[src/hdl/ttc_pkg.sv]
`timescale 1ns / 1ps

package ttc_pkg;

  localparam int BUF_DEPTH    = 1024;
  localparam int MARKER_COUNT = 128;
  localparam int SLOT_W       = $clog2(BUF_DEPTH);
  localparam int COUNT_W      = $clog2(BUF_DEPTH + 1);
  localparam int TAG_W        = 8;
  localparam int TIME_W       = 64;
  localparam int ENTRY_W      = TAG_W + TIME_W;
  localparam int MASK_W       = 64;
  localparam int CFG_IDX_W    = 2;

  localparam logic [1:0] CMD_LOG   = 2'd0;
  localparam logic [1:0] CMD_START = 2'd1;
  localparam logic [1:0] CMD_STOP  = 2'd2;
  localparam logic [1:0] CMD_READ  = 2'd3;

  localparam logic [1:0] MODE_START  = 2'd0;
  localparam logic [1:0] MODE_CENTER = 2'd1;
  localparam logic [1:0] MODE_END    = 2'd2;

  localparam logic [2:0] STAT_DONE       = 3'd0;
  localparam logic [2:0] STAT_IGNORED    = 3'd1;
  localparam logic [2:0] STAT_BAD_FIRST  = 3'd2;
  localparam logic [2:0] STAT_BAD_REPEAT = 3'd3;
  localparam logic [2:0] STAT_BAD_MODE   = 3'd4;
  localparam logic [2:0] STAT_BAD_INDEX  = 3'd5;

  localparam logic [CFG_IDX_W-1:0] REG_FILTER_LOW  = 2'd0;
  localparam logic [CFG_IDX_W-1:0] REG_FILTER_HIGH = 2'd1;
  localparam logic [CFG_IDX_W-1:0] REG_TRIG_LOW    = 2'd2;
  localparam logic [CFG_IDX_W-1:0] REG_TRIG_HIGH   = 2'd3;

  typedef enum logic [1:0] {
    CAP_IDLE = 2'd0,
    CAP_WAIT = 2'd1,
    CAP_TRIG = 2'd2
  } cap_state_t;

  typedef struct packed {
    logic [1:0]  cmd;
    logic [31:0] marker_id;
    logic        is_exit;
    logic [31:0] time_high;
    logic [31:0] time_low;
    logic [1:0]  trigger_mode;
    logic [9:0]  read_index;
  } in_word_t;

  typedef struct packed {
    logic [2:0]  status;
    logic [1:0]  capture_state;
    logic [10:0] stored_count;
    logic [9:0]  oldest_slot;
    logic [6:0]  read_marker;
    logic        read_exit;
    logic [63:0] read_time;
  } out_word_t;

  typedef struct packed {
    logic exec;
    logic capture_read;
  } ctl_cmd_t;

  typedef struct packed {
    logic is_read;
  } dp_stat_t;

endpackage

[src/hdl/ttc_ctrl.sv]
`timescale 1ns / 1ps

module ttc_ctrl import ttc_pkg::*; (
  input  logic     clk,
  input  logic     rst,
  input  logic     in_valid,
  output logic     in_ready,
  output logic     out_valid,
  input  logic     out_ready,
  input  dp_stat_t stat,
  output ctl_cmd_t ctl
);

  typedef enum logic [2:0] {
    ST_IDLE = 3'b001,
    ST_READ = 3'b010,
    ST_OUT  = 3'b100
  } fsm_t;

  fsm_t state;
  fsm_t state_next;

  always_comb begin
    state_next       = state;
    in_ready         = 1'b0;
    out_valid        = 1'b0;
    ctl.exec         = 1'b0;
    ctl.capture_read = 1'b0;
    case (state)
      ST_IDLE: begin
        in_ready = 1'b1;
        if (in_valid) begin
          ctl.exec   = 1'b1;
          state_next = stat.is_read ? ST_READ : ST_OUT;
        end
      end
      ST_READ: begin
        ctl.capture_read = 1'b1;
        state_next       = ST_OUT;
      end
      ST_OUT: begin
        out_valid = 1'b1;
        if (out_ready) begin
          state_next = ST_IDLE;
        end
      end
      default: begin
        state_next = ST_IDLE;
      end
    endcase
  end

  always_ff @(posedge clk) begin
    if (rst) begin
      state <= ST_IDLE;
    end else begin
      state <= state_next;
    end
  end

endmodule

[config.mk]
export PLATFORM = sky130hd
export DESIGN_NAME = ttc_ctrl
export DESIGN_NICKNAME = d
export VERILOG_FILES = /design/src/hdl/ttc_pkg.sv /design/src/hdl/ttc_ctrl.sv
export SDC_FILE = /design/constraint.sdc
export NUM_CORES = 1
export LEC_CHECK = 0
export BUFFER_PORTS_ARGS = -buffer_cell sky130_fd_sc_hd__buf_2
export CORE_AREA = 2 2 39 41
export DETAILED_ROUTE_END_ITERATION = 6
export DIE_AREA = 0 0 41 43
export SLEW_MARGIN = 40
export SYNTH_ARGS = -nofsm -noshare
export SYNTH_HDL_FRONTEND = slang
export SYNTH_SLANG_ARGS = --single-unit
[constraint.sdc]
create_clock -name clk -period 1.5 [get_ports clk]
set_input_delay 0.3 -clock clk [delete_from_list [all_inputs] [get_ports clk]]
set_output_delay 0.3 -clock clk [all_outputs]
set_load 0.05 [all_outputs]
==> results of run 1 <==
kinds of logic (layout without fill, tap and decap cells):
family / count (synthesis) / count (layout) / share of synthesized area [%]
flops: 3 / 3 / 38.71
buf+inv: 1 / 13 / 2.417
compound gates: 2 / 2 / 11.29
simple gates: 8 / 8 / 47.58
layout make-up:
class                      count  area (µm²)
clock buffer                   4       26.28
fill                         164        1122
inverter                       1       3.754
multi-input combinational     10       97.59
sequential                     3       62.56
tap                           16       20.02
timing repair buffer           8       51.30
power by group through the flow:
stage	clock network, mW	logic [mW]	registers (mW)
6_report	0.145	0.0669	0.0971
5_1_grt	0.157	0.0706	0.0984
4_1_cts	0.150	0.0665	0.0943
3_5_place_dp	0	0.0637	0.0957
3_3_place_gp	0	0.0634	0.0952
2_1_floorplan	0	0.0483	0.0935
worst min-delay path: stages:
cell and delay (ns):
buf_2 0.07, inv_1 0.05, o31ai_1 0.07
worst max path at each step:
stage                                     start         to  slack (ns)  cells after the start
final                     state[1]$_SDFFE_PP0P_     ctl[1]        0.05                      2
after CTS                 state[1]$_SDFFE_PP0P_     ctl[0]        0.04                      2
after global routing      state[1]$_SDFFE_PP0P_     ctl[1]       0.006                      2
after global placement    state[1]$_SDFFE_PP0P_     ctl[0]        0.25                      2
after detailed placement  state[1]$_SDFFE_PP0P_     ctl[0]        0.23                      2
after floorplan           state[2]$_SDFFE_PP0P_  out_valid       -0.37                      1
routing by layer:
layer  share of wire, %  vias to the layer above  GRT usage (%)
li1                   -                       82              -
met4                  0                        0          10.00
met5                  0                        -              0
met1                 41                       71          3.834
met3                4.1                        0          3.141
met2                 55                        4          7.813
cells in the mapped netlist:
cell type	n
inv_1	1
and4bb_2	1
or4b_1	1
nor3b_2	1
nor4b_1	2
nor3b_1	2
and3_1	1
dfxtp_1	3
o31ai_1	1
o311a_1	1
repair_timing:
action,in CTS,in global routing
setup buffers,0,0
endpoints found under the setup margin,2,4
resized for setup,2,5
stage by stage:
step / area, µm² / hold WS [ns]
after CTS: 246.5 / 0.2936
after floorplan: 155.1 / 0.4144
after global routing: 261.5 / 0.2995
final: 261.5 / 0.2933
after global placement: 215.2 / 0.5212
after detailed placement: 215.2 / 0.5285
==> flow_metrics.env, run 1 <==
export IMPL_port_buffers=8
export IMPL_path_cells="and4bb_2 > buf_4"
export IMPL_power_frac_clock_pct=47.0
export IMPL_worst_path_buf_inv=1
export IMPL_gr_total_overflow=0
export IMPL_dieArea_um2=1763
export IMPL_total_power_mw=0.3095
export IMPL_htree_levels=1
export IMPL_clkSinkCount=3
export IMPL_drive_above_1_share_pct=57.69
export IMPL_r2r_setup_slack_ns=0.36
export IMPL_grt_usage_pct=5.812
export IMPL_viasPerCell=3.738
export IMPL_wl_per_cell_um=9.833
export IMPL_vdd_ir_drop_max_mv=0.1296
export IMPL_slew_headroom_pct=72.50
export IMPL_switchingPower_mw=0.09730
export IMPL_rsz0062_at_grt="no"
export IMPL_num_vias=157
export IMPL_cp_arrival_ns=1.15
export IMPL_slew_violations=0
export IMPL_holdCritStartpoint="rst"
export IMPL_synth_area_um2=155.1
export IMPL_maxCapViolations=0
export IMPL_cts_tree="done"
export IMPL_drt_drc_violations_left=0
export IMPL_max_freq_ghz=0.6909
export IMPL_drtIter0Drc=2
export IMPL_worstMarginPinSlew_ns=0.4068
export IMPL_yosys_top_cells_area="dfxtp_1, nor4b_1, nor3b_1"
export IMPL_sw_frac_of_total_pct=31.44
export IMPL_synth_top_area_cell="dfxtp_1"
export IMPL_clock_path_buffers=2
export IMPL_grt_pass1_vias=164
export IMPL_r2r_start="state[2]$_SDFFE_PP0P_"
export IMPL_fp_dieW_um=41
export IMPL_dieHeight_um=43
export IMPL_postLayoutCoreUtil_pct=18.90
export IMPL_synth_nets=19
export IMPL_reg2reg_to="state[2]$_SDFFE_PP0P_"
export IMPL_hp_class="input pin to flop"
export IMPL_hold_buffers=0
export IMPL_p_comb_share_pct=21.6
export IMPL_dr_pass1_iters=3
export IMPL_worstHoldEndpoint="state[0]$_SDFFE_PP1P_"
export IMPL_hold_viol_final=0
export IMPL_place_congestion=0.5839
export IMPL_core_um2=1384
export IMPL_synth_top_area_share_pct=38.71
export IMPL_finalWorstSetupSlack_ns=0.05262
export IMPL_end_kind="output pin"
export IMPL_syn_area_per_cell_um2=11.08
export IMPL_p_leak_nw=0.1132
export IMPL_cts_buffers_inserted=3
export IMPL_diodes=0
export IMPL_r2r_cells=2
export IMPL_startpoint_type="flop"
export IMPL_place_ws_ns=0.2340
export IMPL_crit_type="flop to output pin"
export IMPL_cp_top_family="flip-flops"
export IMPL_path_max_fanout=7
export IMPL_num_io_pins=9
export IMPL_hold_depth=3
export IMPL_power_internal_mw=0.2122
export IMPL_cts_root_buf="clkbuf_4"
export IMPL_dp_cells=38
export IMPL_cpPeakStageDelay_ns=0.35
export IMPL_status="completed"
export IMPL_power_frac_seq_pct=31.4
export IMPL_std_cell_rows=14
export IMPL_fin_crit_ns=1.447
export IMPL_synthDistinctLibCells=10
export IMPL_cts_clk_slew_worst_paths_ns=0.04
export IMPL_post_route_period_util_pct=96.49
export IMPL_largest_reg_flops=3
export IMPL_initial_utilization_pct=11.21
export IMPL_final_setup_tns_ns=0
export IMPL_regMostFlops="state"
export IMPL_clock_latency_ns=0.23
export IMPL_grt_pass1_wl_um=579
export IMPL_dp_hpwl_um=279.3
export IMPL_yosysSeqAreaShare_pct=38.71
export IMPL_syn_inst=14
export IMPL_postRouteAntennaNets=0
export IMPL_clock_skew_ns=0.001172
export IMPL_yosys_warnings=0
export IMPL_routed_wl_um=413
export IMPL_layout_nets=32
export IMPL_final_cell_mix="buf_2, clkbuf_4, nor3b_1, nor4b_1, dfxtp_2"
export IMPL_layout_commonest_cell="buf_2"
export IMPL_slowest_stage="dfxtp_1"
export IMPL_p_per_area_nw_per_um2=1183
export IMPL_antenna_found_initial=0
export IMPL_setup_viol=0
export IMPL_crit_required_ns=1.20
export IMPL_final_cells=42
export IMPL_syn2layout_area_growth_pct=68.55
export IMPL_synth_seq_cells=3
export IMPL_grt_max_degree=8
export IMPL_largestRegisters="state: 3 flops"
No activity file was read; power rests on OpenSTA's default activity.
==> inputs of run 2 (changes only) <==
clock period = 1.8 ns   (was 1.5 ns; I/O delays follow)
==> flow_metrics.env, run 2 (synthesized netlist as in run 1, its figures left out) <==
export IMPL_drive_above_1_share_pct=50.00
export IMPL_slew_violations=0
export IMPL_largestRegisters="state: 3 flops"
export IMPL_num_io_pins=9
export IMPL_startpoint_type="flop"
export IMPL_drt_drc_violations_left=0
export IMPL_dr_pass1_iters=2
export IMPL_cts_resized=0
export IMPL_drtIter0Drc=2
export IMPL_cp_arrival_ns=1.23
export IMPL_viasPerCell=4.048
export IMPL_layout_commonest_cell="buf_2"
export IMPL_setup_viol=0
export IMPL_postRouteAntennaNets=0
export IMPL_end_kind="output pin"
export IMPL_worstMarginPinSlew_ns=0.3809
export IMPL_power_frac_seq_pct=31.3
export IMPL_cts_tree="done"
export IMPL_path_max_fanout=7
export IMPL_cts_root_buf="clkbuf_4"
export IMPL_largest_reg_flops=3
export IMPL_core_um2=1384
export IMPL_crit_type="flop to output pin"
export IMPL_use_met2_pct=7.187
export IMPL_postLayoutCoreUtil_pct=17.45
export IMPL_gr_max_usage_layer="met4"
export IMPL_place_congestion=0.6025
export IMPL_cpPeakStageDelay_ns=0.41
export IMPL_diodes=0
export IMPL_status="completed"
export IMPL_grt_usage_pct=5.120
export IMPL_num_vias=170
export IMPL_postCtsSetupBuffers=0
export IMPL_hp_class="input pin to flop"
export IMPL_clock_skew_ns=0.001218
export IMPL_clkSinkCount=3
export IMPL_grtUsageMet1_pct=4.180
export IMPL_cts_buffers_inserted=3
export IMPL_syn2layout_area_growth_pct=55.65
export IMPL_hold_buffers=0
export IMPL_std_cell_rows=14
export IMPL_slew_headroom_pct=74.25
export IMPL_clock_latency_ns=0.23
export IMPL_maxCapViolations=0
export IMPL_slowest_stage="dfxtp_1"
export IMPL_p_per_area_nw_per_um2=1042
export IMPL_hold_viol_final=0
export IMPL_layout_nets=32
export IMPL_post_route_period_util_pct=88.25
export IMPL_grt_max_degree=8
export IMPL_p_leak_nw=0.1110
export IMPL_path_cells="nor3b_2 > buf_2"
export IMPL_grt_pass1_vias=159
export IMPL_power_internal_mw=0.1733
export IMPL_dieHeight_um=43
export IMPL_port_buffers=8
export IMPL_antenna_found_initial=0
export IMPL_fp_dieW_um=41
export IMPL_final_cell_mix="buf_2, clkbuf_4, dfxtp_1, nor3b_1, nor4b_1"
export IMPL_switchingPower_mw=0.07832
export IMPL_dieArea_um2=1763
export IMPL_dp_hpwl_um=281.9
export IMPL_gr_total_overflow=0
export IMPL_routed_wl_um=384
export IMPL_htree_levels=1
export IMPL_initial_utilization_pct=11.21
export IMPL_place_ws_ns=0.4597
export IMPL_fillCellCount=173
export IMPL_vdd_ir_drop_max_mv=0.1298
export IMPL_clock_path_buffers=2
export IMPL_sw_frac_of_total_pct=31.13
export IMPL_power_frac_clock_pct=47.8
export IMPL_regMostFlops="state"
export IMPL_finalWorstSetupSlack_ns=0.2115
export IMPL_p_comb_share_pct=20.9
export IMPL_cts_clk_slew_worst_paths_ns=0.04
export IMPL_met3_usage_pct=1.571
export IMPL_grt_pass1_wl_um=545
export IMPL_fin_crit_ns=1.589
export IMPL_wl_per_cell_um=9.143
export IMPL_crit_required_ns=1.44
export IMPL_rsz0062_at_grt="no"
export IMPL_max_freq_ghz=0.6295
## run 2: changes by cell type in the layout (fill, tap and decap cells not counted), sizes merged
cell,delta
buf,+1
clkbuf,-1
## run 2: worst max-delay path, delay by kind of cell (launching register included)
kind | cells | cell delay (ns)
buf+inv | 1 | 0.31
simple gates | 1 | 0.27
flops | 1 | 0.41
## run 2: metrics by stage
stage / cells / setup TNS, ns / power [mW] / hold slack, ns / instance area (µm²)
floorplan: 14 / -0.2519 / 0.1181 / 0.4744 / 155.1
global placement: 38 / 0 / 0.1323 / 0.5870 / 215.2
detailed placement: 38 / 0 / 0.1328 / 0.5832 / 215.2
CTS: 42 / 0 / 0.2585 / 0.3354 / 241.5
global route: 42 / 0 / 0.2659 / 0.3459 / 241.5
finish: 42 / 0 / 0.2516 / 0.3376 / 241.5
## run 2: worst paths after layout
| kind | slack [ns] | to | startpoint | depth (start not counted) |
|---|---|---|---|---|
| max | 0.21 | ctl[0] | state[1]$_SDFFE_PP0P_ | 2 |
| min | 0.34 | state[0]$_SDFFE_PP1P_ | rst | 3 |
| max reg2reg | 0.65 | state[2]$_SDFFE_PP0P_ | state[2]$_SDFFE_PP0P_ | 2 |
| min reg2reg | 0.71 | state[0]$_SDFFE_PP1P_ | state[1]$_SDFFE_PP0P_ | 2 |
## run 2: power groups by stage
stage / registers (mW) / clock network [mW] / logic (mW)
2_1_floorplan: 0.0779 / 0 / 0.0403
3_3_place_gp: 0.0794 / 0 / 0.0529
3_5_place_dp: 0.0800 / 0 / 0.0528
4_1_cts: 0.0787 / 0.127 / 0.0529
5_1_grt: 0.0799 / 0.131 / 0.0552
6_report: 0.0788 / 0.120 / 0.0525
## run 2: layer usage
layer | vias to the layer above | share of wire (%)
li1 | 81 | -
met1 | 81 | 38
met2 | 6 | 51
met3 | 2 | 5.7
met4 | 0 | 4.9
met5 | - | 0
## run 2: area by class of cell
class                      instances  area (µm²)  area share (%)
sequential                         3       60.06           24.87
timing repair buffer               8       40.04           16.58
multi-input combinational         10       91.34           37.82
tap                               16       20.02           8.290
inverter                           1       3.754           1.554
clock buffer                       4       26.28           10.88
